<file path="src/hw/rtl/tapm_pkg.sv">
// ----------------------------------------------------------------------------
// tapm_pkg
// Shared widths, codes, types and control bundle of the three-axis PID
// attitude controller with motor mixing.
// ----------------------------------------------------------------------------
package tapm_pkg;

  localparam int DataW = 16;
  localparam int ErrW  = 17;
  localparam int IntW  = 32;
  localparam int MulAW = 17;
  localparam int MulBW = 33;
  localparam int ProdW = MulAW + MulBW;
  localparam int AccW  = 42;
  localparam int MixW  = 34;
  localparam int GainW = 48;
  localparam int InW   = 152;
  localparam int OutW  = 64;
  localparam int IdxW  = 2;

  localparam logic [1:0] AX_ROLL  = 2'd0;
  localparam logic [1:0] AX_PITCH = 2'd1;
  localparam logic [1:0] AX_YAW   = 2'd2;

  localparam logic [IdxW-1:0] REG_GAINS_ROLL  = 2'd0;
  localparam logic [IdxW-1:0] REG_GAINS_PITCH = 2'd1;
  localparam logic [IdxW-1:0] REG_GAINS_YAW   = 2'd2;

  localparam logic [1:0] MIX_ONE   = 2'd0;
  localparam logic [1:0] MIX_TWO   = 2'd1;
  localparam logic [1:0] MIX_THREE = 2'd2;
  localparam logic [1:0] MIX_FOUR  = 2'd3;

  typedef enum logic [2:0] {
    ACC_HOLD,
    ACC_LOAD,
    ACC_ADD_I,
    ACC_SUB_D,
    ACC_MIX
  } acc_op_t;

  typedef enum logic [1:0] {
    MUL_P,
    MUL_I,
    MUL_D
  } mul_sel_t;

  typedef enum logic [3:0] {
    ST_IDLE,
    ST_ERR,
    ST_MUL_P,
    ST_MUL_I,
    ST_MUL_D,
    ST_ACC_D,
    ST_SAT,
    ST_MIX,
    ST_MIX_WR,
    ST_OUT
  } state_t;

  typedef struct packed {
    logic       in_ready;
    logic       err_we;
    logic       mul_en;
    mul_sel_t   mul_sel;
    acc_op_t    acc_op;
    logic       sum_we;
    logic       mix_we;
    logic       out_load;
    logic [1:0] axis;
    logic [1:0] mix_sel;
  } ctrl_t;

endpackage

</file>
<file path="src/hw/rtl/tapm_mac.sv">
// ----------------------------------------------------------------------------
// tapm_mac
// Shared multiply-accumulate unit: one registered gain-by-operand product,
// an accumulator, and the saturating readouts for axis sums and mix values.
// ----------------------------------------------------------------------------
module tapm_mac import tapm_pkg::*; (
  input  logic                    clk,
  input  ctrl_t                   ctrl,
  input  logic [DataW-1:0]        gain,
  input  logic signed [MulBW-1:0] opb,
  input  logic signed [MixW-1:0]  mix_x,
  input  logic signed [MixW-1:0]  mix_y,
  output logic signed [IntW-1:0]  sum_sat,
  output logic signed [DataW-1:0] mix_sat
);

  localparam logic signed [AccW-1:0] SumMax = AccW'(64'sd2147483647);
  localparam logic signed [AccW-1:0] SumMin = AccW'(-64'sd2147483648);
  localparam logic signed [AccW-1:0] MixMax = AccW'(64'sd32767);
  localparam logic signed [AccW-1:0] MixMin = AccW'(-64'sd32768);

  logic signed [MulAW-1:0] mul_a;
  logic signed [ProdW-1:0] prod;
  logic signed [ProdW-1:0] prod_shr;
  logic signed [ProdW-1:0] prod_shl;
  logic signed [AccW-1:0]  acc;
  logic signed [AccW-1:0]  quot;
  logic signed [AccW-1:0]  quot_trunc;

  assign mul_a    = $signed({1'b0, gain});
  assign prod_shr = prod >>> 8;
  assign prod_shl = prod <<< 4;

  always_ff @(posedge clk) begin
    if (ctrl.mul_en) begin
      prod <= mul_a * opb;
    end
    case (ctrl.acc_op)
      ACC_LOAD:  acc <= $signed(prod[AccW-1:0]);
      ACC_ADD_I: acc <= acc + $signed(prod_shr[AccW-1:0]);
      ACC_SUB_D: acc <= acc - $signed(prod_shl[AccW-1:0]);
      ACC_MIX:   acc <= AccW'(mix_x) + AccW'(mix_y);
      default:   acc <= acc;
    endcase
  end

  always_comb begin
    if (acc > SumMax) begin
      sum_sat = IntW'(SumMax);
    end else if (acc < SumMin) begin
      sum_sat = IntW'(SumMin);
    end else begin
      sum_sat = acc[IntW-1:0];
    end
  end

  // Integer part rounds toward zero, so negative values with a fraction step up.
  assign quot = acc >>> 16;
  assign quot_trunc = (acc[AccW-1] && (acc[15:0] != 16'd0)) ? quot + AccW'(1) : quot;

  always_comb begin
    if (quot_trunc > MixMax) begin
      mix_sat = DataW'(MixMax);
    end else if (quot_trunc < MixMin) begin
      mix_sat = DataW'(MixMin);
    end else begin
      mix_sat = quot_trunc[DataW-1:0];
    end
  end

endmodule

</file>
<file path="src/hw/rtl/tapm_ctrl.sv">
// ----------------------------------------------------------------------------
// tapm_ctrl
// Sequencer that steps the shared multiply-accumulate unit through the three
// axis updates of an enabled beat and the four mix values of every beat.
// ----------------------------------------------------------------------------
module tapm_ctrl import tapm_pkg::*; (
  input  logic  clk,
  input  logic  rst,
  input  logic  start,
  input  logic  enable,
  input  logic  out_busy,
  output ctrl_t ctrl
);

  state_t     state;
  state_t     state_next;
  logic [1:0] axis;
  logic [1:0] mix_sel;

  always_ff @(posedge clk) begin
    if (rst) begin
      state   <= ST_IDLE;
      axis    <= AX_ROLL;
      mix_sel <= MIX_ONE;
    end else begin
      state <= state_next;
      if (state == ST_IDLE) begin
        axis    <= AX_ROLL;
        mix_sel <= MIX_ONE;
      end
      if (state == ST_SAT) begin
        axis <= axis + 2'd1;
      end
      if (state == ST_MIX_WR) begin
        mix_sel <= mix_sel + 2'd1;
      end
    end
  end

  always_comb begin
    state_next = state;
    case (state)
      ST_IDLE: begin
        if (start) begin
          state_next = enable ? ST_ERR : ST_MIX;
        end
      end
      ST_ERR:   state_next = ST_MUL_P;
      ST_MUL_P: state_next = ST_MUL_I;
      ST_MUL_I: state_next = ST_MUL_D;
      ST_MUL_D: state_next = ST_ACC_D;
      ST_ACC_D: state_next = ST_SAT;
      ST_SAT:   state_next = (axis == AX_YAW) ? ST_MIX : ST_ERR;
      ST_MIX:   state_next = ST_MIX_WR;
      ST_MIX_WR: begin
        state_next = (mix_sel == MIX_FOUR) ? ST_OUT : ST_MIX;
      end
      ST_OUT: begin
        if (!out_busy) begin
          state_next = ST_IDLE;
        end
      end
      default:  state_next = ST_IDLE;
    endcase
  end

  always_comb begin
    ctrl          = '0;
    ctrl.mul_sel  = MUL_P;
    ctrl.acc_op   = ACC_HOLD;
    ctrl.axis     = axis;
    ctrl.mix_sel  = mix_sel;
    case (state)
      ST_IDLE:  ctrl.in_ready = 1'b1;
      ST_ERR:   ctrl.err_we = 1'b1;
      ST_MUL_P: begin
        ctrl.mul_en  = 1'b1;
        ctrl.mul_sel = MUL_P;
      end
      ST_MUL_I: begin
        ctrl.mul_en  = 1'b1;
        ctrl.mul_sel = MUL_I;
        ctrl.acc_op  = ACC_LOAD;
      end
      ST_MUL_D: begin
        ctrl.mul_en  = 1'b1;
        ctrl.mul_sel = MUL_D;
        ctrl.acc_op  = ACC_ADD_I;
      end
      ST_ACC_D:  ctrl.acc_op = ACC_SUB_D;
      ST_SAT:    ctrl.sum_we = 1'b1;
      ST_MIX:    ctrl.acc_op = ACC_MIX;
      ST_MIX_WR: ctrl.mix_we = 1'b1;
      ST_OUT:    ctrl.out_load = !out_busy;
      default:   ctrl.in_ready = 1'b0;
    endcase
  end

endmodule

</file>
<file path="src/hw/rtl/three_axis_pid_motor_mixer.sv">
// ----------------------------------------------------------------------------
// three_axis_pid_motor_mixer
// Three-axis PID attitude controller with four-motor mixing.
//
// The slave stream takes one beat per attitude sample: the enable flag,
// desired and measured angles for three axes and three gyro rates. The
// master stream returns one beat per sample with the four saturated motor
// mix values. Gains are to be written through the plain configuration port
// only while the block is idle; the block itself does not enforce this.
// Indexes 0, 1 and 2 select the roll, pitch and yaw gain words, and any
// other index is ignored. One multiplier and one accumulator are shared
// under a sequencer: each axis steps through an error state, the P, I and
// D multiply states, a D accumulate state and a saturate state, and each
// mix value through a sum and a write state; a disabled beat skips the axes.
// s_axis_tready is high only while idle. A result that the receiver has not
// yet taken waits in the output register; the next beat is then accepted and
// processed, and its result is held back until the register frees up.
// Reset clears the gains, integrators, held sums and the output valid flag.
// ----------------------------------------------------------------------------
module three_axis_pid_motor_mixer import tapm_pkg::*; (
  input  logic             clk,
  input  logic             rst,
  input  logic             cfg_we,
  input  logic [IdxW-1:0]  cfg_index,
  input  logic [GainW-1:0] cfg_data,
  input  logic             s_axis_tvalid,
  output logic             s_axis_tready,
  // control_enable, desired_theta, desired_phi, desired_psi, actual_theta,
  // actual_phi, actual_psi, rate_roll, rate_pitch, rate_yaw, zero pad
  input  logic [InW-1:0]   s_axis_tdata,
  output logic             m_axis_tvalid,
  input  logic             m_axis_tready,
  // motor_one_mix, motor_two_mix, motor_three_mix, motor_four_mix
  output logic [OutW-1:0]  m_axis_tdata
);

  ctrl_t                   ctrl;
  logic                    start;
  logic                    out_busy;
  logic [InW-1:0]          in_r;
  logic [GainW-1:0]        gains [3];
  logic signed [IntW-1:0]  integ [3];
  logic signed [IntW-1:0]  sums [3];
  logic signed [ErrW-1:0]  err;
  logic signed [ErrW-1:0]  err_next;
  logic signed [IntW:0]    integ_sum;
  logic signed [IntW-1:0]  integ_next;
  logic signed [DataW-1:0] des;
  logic signed [DataW-1:0] act;
  logic signed [DataW-1:0] rate;
  logic [GainW-1:0]        gain_word;
  logic [DataW-1:0]        gain;
  logic signed [MulBW-1:0] opb;
  logic signed [MixW-1:0]  mix_x;
  logic signed [MixW-1:0]  mix_y;
  logic signed [IntW-1:0]  sum_sat;
  logic signed [DataW-1:0] mix_sat;
  logic [DataW-1:0]        mix_r [4];

  assign start         = s_axis_tvalid && s_axis_tready;
  assign s_axis_tready = ctrl.in_ready;
  assign out_busy      = m_axis_tvalid && !m_axis_tready;

  tapm_ctrl u_ctrl (
    .clk      (clk),
    .rst      (rst),
    .start    (start),
    .enable   (s_axis_tdata[0]),
    .out_busy (out_busy),
    .ctrl     (ctrl)
  );

  always_ff @(posedge clk) begin
    if (rst) begin
      gains[0] <= '0;
      gains[1] <= '0;
      gains[2] <= '0;
    end else if (cfg_we) begin
      case (cfg_index)
        REG_GAINS_ROLL:  gains[0] <= cfg_data;
        REG_GAINS_PITCH: gains[1] <= cfg_data;
        REG_GAINS_YAW:   gains[2] <= cfg_data;
        default:         gains[0] <= gains[0];
      endcase
    end
  end

  always_ff @(posedge clk) begin
    if (start) begin
      in_r <= s_axis_tdata;
    end
  end

  always_comb begin
    case (ctrl.axis)
      AX_ROLL: begin
        des  = $signed(in_r[32:17]);
        act  = $signed(in_r[80:65]);
        rate = $signed(in_r[112:97]);
      end
      AX_PITCH: begin
        des  = $signed(in_r[16:1]);
        act  = $signed(in_r[64:49]);
        rate = $signed(in_r[128:113]);
      end
      default: begin
        des  = $signed(in_r[48:33]);
        act  = $signed(in_r[96:81]);
        rate = $signed(in_r[144:129]);
      end
    endcase
  end

  assign err_next  = ErrW'(des) - ErrW'(act);
  assign integ_sum = (IntW + 1)'(integ[ctrl.axis]) + (IntW + 1)'(err_next);

  always_comb begin
    if (integ_sum[IntW] != integ_sum[IntW-1]) begin
      integ_next = integ_sum[IntW] ? {1'b1, {(IntW - 1){1'b0}}} : {1'b0, {(IntW - 1){1'b1}}};
    end else begin
      integ_next = integ_sum[IntW-1:0];
    end
  end

  always_ff @(posedge clk) begin
    if (rst) begin
      integ[0] <= '0;
      integ[1] <= '0;
      integ[2] <= '0;
      sums[0]  <= '0;
      sums[1]  <= '0;
      sums[2]  <= '0;
    end else begin
      if (ctrl.err_we) begin
        integ[ctrl.axis] <= integ_next;
      end
      if (ctrl.sum_we) begin
        sums[ctrl.axis] <= sum_sat;
      end
    end
  end

  always_ff @(posedge clk) begin
    if (ctrl.err_we) begin
      err <= err_next;
    end
  end

  always_comb begin
    case (ctrl.axis)
      AX_ROLL:  gain_word = gains[0];
      AX_PITCH: gain_word = gains[1];
      default:  gain_word = gains[2];
    endcase
  end

  always_comb begin
    case (ctrl.mul_sel)
      MUL_P: begin
        gain = gain_word[47:32];
        opb  = MulBW'(err);
      end
      MUL_I: begin
        gain = gain_word[31:16];
        opb  = MulBW'(integ[ctrl.axis]);
      end
      default: begin
        gain = gain_word[15:0];
        opb  = MulBW'(rate);
      end
    endcase
  end

  always_comb begin
    case (ctrl.mix_sel)
      MIX_ONE: begin
        mix_x = MixW'(sums[AX_ROLL]);
        mix_y = MixW'(sums[AX_YAW]);
      end
      MIX_TWO: begin
        mix_x = MixW'(sums[AX_PITCH]);
        mix_y = -MixW'(sums[AX_YAW]);
      end
      MIX_THREE: begin
        mix_x = -MixW'(sums[AX_ROLL]);
        mix_y = MixW'(sums[AX_YAW]);
      end
      default: begin
        mix_x = -MixW'(sums[AX_PITCH]);
        mix_y = -MixW'(sums[AX_YAW]);
      end
    endcase
  end

  tapm_mac u_mac (
    .clk     (clk),
    .ctrl    (ctrl),
    .gain    (gain),
    .opb     (opb),
    .mix_x   (mix_x),
    .mix_y   (mix_y),
    .sum_sat (sum_sat),
    .mix_sat (mix_sat)
  );

  always_ff @(posedge clk) begin
    if (ctrl.mix_we) begin
      mix_r[ctrl.mix_sel] <= mix_sat;
    end
    if (ctrl.out_load) begin
      m_axis_tdata <= {mix_r[3], mix_r[2], mix_r[1], mix_r[0]};
    end
  end

  always_ff @(posedge clk) begin
    if (rst) begin
      m_axis_tvalid <= 1'b0;
    end else if (ctrl.out_load) begin
      m_axis_tvalid <= 1'b1;
    end else if (m_axis_tready) begin
      m_axis_tvalid <= 1'b0;
    end
  end

endmodule
</file>
<file path="config.mk">
export PLATFORM = sky130hd
export DESIGN_NAME = three_axis_pid_motor_mixer
export DESIGN_NICKNAME = d
export VERILOG_FILES = /design/src/hw/rtl/tapm_pkg.sv /design/src/hw/rtl/tapm_mac.sv /design/src/hw/rtl/tapm_ctrl.sv /design/src/hw/rtl/three_axis_pid_motor_mixer.sv
export SDC_FILE = /design/constraint.sdc
export NUM_CORES = 2
export LEC_CHECK = 0
export BUFFER_PORTS_ARGS = -buffer_cell sky130_fd_sc_hd__buf_2
export CORE_MARGIN = 5
export CORE_UTILIZATION = 57
export DETAILED_ROUTE_END_ITERATION = 10
export PLACE_DENSITY = 0.76
export SLEW_MARGIN = 25
export SYNTH_ARGS = -nofsm -noshare
export SYNTH_HDL_FRONTEND = slang
export SYNTH_SLANG_ARGS = --single-unit
export TNS_END_PERCENT = 20
</file>
<file path="constraint.sdc">
create_clock -name clk -period 9.2 [get_ports clk]
set_clock_uncertainty 0.2 [all_clocks]
set_input_delay 0.92 -clock clk [delete_from_list [all_inputs] [get_ports clk]]
set_output_delay 0.92 -clock clk [all_outputs]
set_load 0.05 [all_outputs]
</file>
Word-level counts from Yosys, hierarchy flattened. Memories as Yosys holds them, arrays and structs flattened. A register that Yosys moved wholly into a read port is not among the register bits. Index checks and enable logic that the tools add are counted.

Flip-flop bits (word level): 263. RAM bits: 400. Bits of input ports: 207. Output and inout port bits: 66. Memories kept: 4.

Add/sub/neg operators: 11. $mul: 1. Magnitude comparators: 4. Equal/unequal tests: 24. Multiplexer cells: 72. Bitwise logic cells: 4. Reductions and logical operators: 20.

Memories: gains (depth 3, bits a word 48, read ports 3, clocked after Yosys merged registers in 0, wr ports 3, line three_axis_pid_motor_mixer.sv:41) `logic [GainW-1:0] gains [3];`; integ (depth 3, bits a word 32, read ports 1, clocked after Yosys merged registers in 1, wr ports 3, line three_axis_pid_motor_mixer.sv:42) `logic signed [IntW-1:0] integ [3];`; sums (depth 3, bits a word 32, read ports 3, clocked after Yosys merged registers in 0, wr ports 3, line three_axis_pid_motor_mixer.sv:43) `logic signed [IntW-1:0] sums [3];`; mix_r (depth 4, bits a word 16, read ports 4, clocked after Yosys merged registers in 4, wr ports 1, line three_axis_pid_motor_mixer.sv:58) `logic [DataW-1:0] mix_r [4];`.

Operator list (count): $mux W32 (6); $mux W48 (4); $pmux W42 S4 (1); $pmux W16 S2 (4); $neg A32 Y34 (3); $pmux W34 S3 (1); $pmux W48 S2 (1); $pmux W33 S2 (1); $reduce_or A32 Y1 (2); $mul A17 B33 Y50 (1); $add A42 B42 Y42 (1); $gt A42 B16 Y1 const B (1); $gt A42 B32 Y1 const B (1); $lt A42 B16 Y1 const B (1); $lt A42 B32 Y1 const B (1); $mux W42 (1); $sub A42 B42 Y42 (1); $pmux W4 S10 (1); $add A34 B34 Y35 (1); $mux W1 (35); $mux W34 (1); $add A32 B17 Y33 (1); $mux W16 (2); $add A26 B2 Y27 const B (1); other kinds (29) (63).

Logic depth before layout (Yosys ltp).
Depth in word-level cells: 7. Mapped depth: 37. Depth with buffers taken out: 32.

Modules after synthesis. From an unflattened synthesis, not the netlist that was laid out.

Cell total of the unflattened synthesis: 5758. Area total of the unflattened synthesis: 59564.6 sq um.

By module, submodules not included: three_axis_pid_motor_mixer (instances 1, cells each 2243, area each 29764.8 sq um); tapm_mac (instances 1, cells each 3440, area each 29235.5 sq um); tapm_ctrl (instances 1, cells each 75, area each 564.3 sq um).

Worst setup path before layout. Ideal clock, no wire load.

Kind: register to register. Start point: reg u_ctrl.axis[0]. End point: reg u_mac.prod[49] (data pin). Library setup time: 0.260 ns. Arrival time: 8.522 ns. Slack: 0.218 ns. Cell stages (with the launch flop): 34. Clock period less this slack: 8.982 ns. Path through: dfxtp_1 -> inv_1 -> ha_1 -> clkbuf_1 -> nor2_1 -> clkbuf_1 -> clkbuf_1 -> clkbuf_1 -> nand2_1 -> nand3_1 -> o221a_2 -> clkbuf_1 -> nand2_1 -> fa_1 -> inv_1 -> fa_1 -> fa_1 -> fa_1 -> fa_1 -> inv_1 -> fa_1 -> inv_1 -> ha_1 -> a21o_1 -> a211oi_1 -> a21bo_2 -> o211ai_1 -> a31oi_1 -> a21o_1 -> a221o_1 -> a311oi_1 -> o21ai_0 -> a21oi_1 -> xnor2_1.

Cells in the longest elaborated chain, start to end: 4.

Ends and longest elaborated chain: from (decl) (line tapm_ctrl.sv:17) `logic [1:0] axis;`; from (signal assigned) (line tapm_ctrl.sv:32) `axis <= axis + 2'd1;`; $eq A2 B1 Y1 / $logic_not A2 Y1 (equally long branches) (line three_axis_pid_motor_mixer.sv:95, three_axis_pid_motor_mixer.sv:150); $pmux W48 S2 / $pmux W16 S2 (equally long branches) (line three_axis_pid_motor_mixer.sv:150, three_axis_pid_motor_mixer.sv:95); $pmux W16 S2 / $pmux W33 S2 (equally long branches) (line three_axis_pid_motor_mixer.sv:158) `case (ctrl.mul_sel)`; $mul A17 B33 Y50 (*) (line tapm_mac.sv:36) `prod <= mul_a * opb;`; to (signal assigned) (line tapm_mac.sv:36); to (decl) (line tapm_mac.sv:23) `logic signed [ProdW-1:0] prod;`.

Every way passes the cells marked *; elsewhere a longest branch is shown, timed or not. A chain may end at the register's enable or synchronous reset.

Worst setup path after layout. Same ends and word-level chain as after synthesis.

==> run_results.csv <==
group,metric,value,unit
timing,rsz0062_at_grt,"true",
critical_path,critical_path.max_stage_delay,600,ps
floorplan,die_h,328,um
detailed_routing,ant_nets,0,
critical_path,slowest_stage_cell_on_the_critical_path,"sky130_fd_sc_hd__fa_1",
critical_path,critical_path_arrival,9040,ps
clock_network,cell_at_the_root_of_the_clock_tree,"sky130_fd_sc_hd__clkbuf_16",
detailed_routing,routed_wl,150,mm
logic_synthesis,ys_async_sr_fraction,0,%
clock_network,tritoncts_clock_tree,"built",
logic_synthesis,postSynthNetCount,6539,
critical_path,startpoint_type,"register",
logic_synthesis,synth_area_leader_cell,"sky130_fd_sc_hd__edfxtp_1",
placement,gp_routability_congestion,0.963,
timing,post-route-worst-setup-slack,343,ps
flow_run,drv_cap,0,
timing,final_hold_viol_count,0,
global_route,grt_max_degree,65,
global_route,antenna_found_initial,12,
floorplan,ioPinCount,273,
logic_synthesis,synthDominantCellAreaShare,39.0,%
placement,place.detailed.hpwl,114,mm
detailed_routing,wire_per_inst,20.8,um
logic_synthesis,yosysSeqAreaShare,39.4,%
placement,setup_slack_placement,88.1,ps
critical_path,crit_buf_inv,7,
logic_synthesis,dominant_cells_by_area_after_synthesis,"sky130_fd_sc_hd__edfxtp_1, sky130_fd_sc_hd__fa_1, sky130_fd_sc_hd__ha_1",
logic_synthesis,yosysUniqueCellTypes,78,
timing,finalCritPeriodShare,96.3,%
clock_network,clock_latency,700,ps
timing,final_period_minus_worst_setup_slack,8860,ps
detailed_routing,dr_vias,42350,
logic_synthesis,synthesized_instance_count,5544,
detailed_routing,drc,0,
logic_synthesis,combinational_family_with_the_most_area_after_synthesis,"adder cells",
critical_path,critical_path.max_fanout,40,
critical_path,cp_common_cell,"sky130_fd_sc_hd__fa_1",
placement,port-buffer-count,265,
logic_synthesis,synth_edf_count,749,
critical_path,worst_setup_path_end_kind,"register",
detailed_routing,drt_pass1_iterations,9,
clock_network,number_of_clock_sinks,760,
critical_path,path_class,"register to register",
logic_synthesis,synth_xor_xnor_area_share,4.15,%
critical_path,cp_top_family,"adder cells",
floorplan,placementRows,116,
clock_network,cts-root-to-sink-buffers,3,
logic_synthesis,synth-compound-area-share,12.8,%
finish,nets,6787,
floorplan,dieArea,108000,um^2
timing,tightest_slew,1010,ps
finish,n_fill_cell,7700,
logic_synthesis,dominant_cell_by_count_in_the_synthesized_netlist,"sky130_fd_sc_hd__edfxtp_1",
finish,drive_gt1_share,11.4,%
detailed_routing,vias_per_cell,5.86,
floorplan,core_area,100000,um^2
global_route,grt_overflow_total,0,
clock_network,clock_tree.htree_level_count,3,
global_route,grt_pass1_vias,43597,
worst_hold_path,hold_path.class,"input pin to register",
logic_synthesis,synth-seq-cells,760,
logic_synthesis,leading_post_synthesis_cells_by_instance_count,"sky130_fd_sc_hd__edfxtp_1, sky130_fd_sc_hd__inv_1, sky130_fd_sc_hd__nand2_1, sky130_fd_sc_hd__nor2_1, sky130_fd_sc_hd__fa_1",
outcome,outcome,"finished clean",
floorplan,initial_utilization,57.5,%
timing,clock.fmax,113,MHz
logic_synthesis,synth_simple_gate_area_share,12.4,%
global_route,track_usage,27.9,%
clock_network,ctsHoldBuffers,0,
finish,area_growth_syn_to_layout,11.2,%
logic_synthesis,synth_adder_area_share,23.6,%
logic_synthesis,ys_warn_count,0,
timing,slew_headroom,32.2,%
clock_network,clk_transition_reported_paths,70,ps
timing,drv_slew,0,
timing,setup_violations,0,
logic_synthesis,avgSynthCellArea,10.4,um^2
clock_network,number_of_cts_inserted_buffers,80,
detailed_routing,initialDrtViolationCount,3675,
global_route,global_route_wire_length_before_repair,238,mm
critical_path,worst_ep_required_time,9390,ps
logic_synthesis,post_synthesis_mux_area_share,1.39,%
floorplan,horiz_die_dim,328,um
logic_synthesis,netlist_area_pre_place,57700,um^2
logic_synthesis,predominant_post_synthesis_flop_cell,"sky130_fd_sc_hd__edfxtp_1",
metal layers:
metal	vias to the layer above	routed length (um)	GRT usage (%)
met4	0	5550	9.55
met2	1770	75000	48.9
met1	20659	57600	35.3
li1	19575	-	-
met5	-	0	0
met3	346	11900	4.82
cells in the final DEF, fill, tap and decap left out, types with 15 or more instances in the layout:
cell and instances:
sky130_fd_sc_hd__edfxtp_1 749, sky130_fd_sc_hd__inv_1 708, sky130_fd_sc_hd__nand2_1 564, sky130_fd_sc_hd__nor2_1 550, sky130_fd_sc_hd__fa_1 498, sky130_fd_sc_hd__a21oi_1 345, sky130_fd_sc_hd__ha_1 287, sky130_fd_sc_hd__buf_2 265
sky130_fd_sc_hd__o21ai_0 160, sky130_fd_sc_hd__xnor2_1 153, sky130_fd_sc_hd__a21o_1 142, sky130_fd_sc_hd__buf_4 127, sky130_fd_sc_hd__xor2_1 120, sky130_fd_sc_hd__and2_1 94, sky130_fd_sc_hd__a22oi_1 90, sky130_fd_sc_hd__nand3_1 81
sky130_fd_sc_hd__clkbuf_16 80, sky130_fd_sc_hd__nor2b_1 48, sky130_fd_sc_hd__nor3_1 48, sky130_fd_sc_hd__nand2b_1 43, sky130_fd_sc_hd__and3_1 36, sky130_fd_sc_hd__a31oi_1 34, sky130_fd_sc_hd__mux4_2 32, sky130_fd_sc_hd__a211oi_1 28
sky130_fd_sc_hd__nand4_1 28, sky130_fd_sc_hd__a22o_1 26, sky130_fd_sc_hd__a222oi_1 26, sky130_fd_sc_hd__o21bai_1 26, sky130_fd_sc_hd__nor4_1 24, sky130_fd_sc_hd__o21a_1 22, sky130_fd_sc_hd__o211ai_1 21, sky130_fd_sc_hd__o221ai_1 20
sky130_fd_sc_hd__clkinv_2 18, sky130_fd_sc_hd__buf_12 18, sky130_fd_sc_hd__a221oi_1 17, sky130_fd_sc_hd__clkbuf_1 16, sky130_fd_sc_hd__or2_2 15, sky130_fd_sc_hd__o31ai_1 15
cell families after synthesis:
| family | count (synthesis) |
|---|---|
| compound gates | 1119 |
| xor+xnor | 273 |
| fa+ha+maj | 788 |
| buf+inv | 960 |
| flops | 760 |
| mux | 40 |
| simple gates | 1604 |
sequential cells by signal (all words and copies together), names as in the netlist, named ones only:
signal	cells
in_r	144
gains	144
u_mac.prod	50
u_ctrl.axis	2
sums	96
mix_r	64
m_axis_tvalid	1
u_ctrl.state	4
u_mac.acc	42
m_axis_tdata	64
u_ctrl.mix_sel	2
integ	128
err	17
path summary, 6_finish.rpt:
check,from,to,slack [ps],cells past startpoint
max,u_ctrl.axis[0],u_mac.prod[49],340,32
min,s_axis_tdata[86],in_r[86],190,1
max reg2reg,u_ctrl.axis[0],u_mac.prod[49],340,32
min reg2reg,mix_r[0][1],m_axis_tdata[1],210,0
stage by stage:
stage / utilization [%] / instance area [um^2] / hold slack (ps) / TNS (ps) / cells
finish: 64.0 / 64200 / 186 / 0 / 7227
global placement: 61.1 / 61300 / 201 / 0 / 7060
floorplan: - / 57700 / 200 / 0 / 5544
CTS: 63.8 / 64000 / 157 / 0 / 7212
global route: 64.0 / 64200 / 157 / -23.5 / 7226
detailed placement: 61.2 / 61300 / 205 / 0 / 7062
cell type report:
type	instances	area (um^2)	share of cell area, %
multi-input cells	3824	31700	49.4
flip-flops and latches	760	22700	35.4
repair buffers	416	2710	4.22
inverters	710	2670	4.15
clock buffers	103	2160	3.36
well taps	1357	1700	2.65
clock inverters	47	518	0.807
diodes	10	25.0	0.0390
what timing repair did:
item	CTS	global route
setup endpoints to repair	0	8
setup buffers	0	4
gates resized for setup	0	13
Power is left out: the tool's default activity adds up to more than one toggle a clock period on the data nets, which glitch-free logic cannot reach.
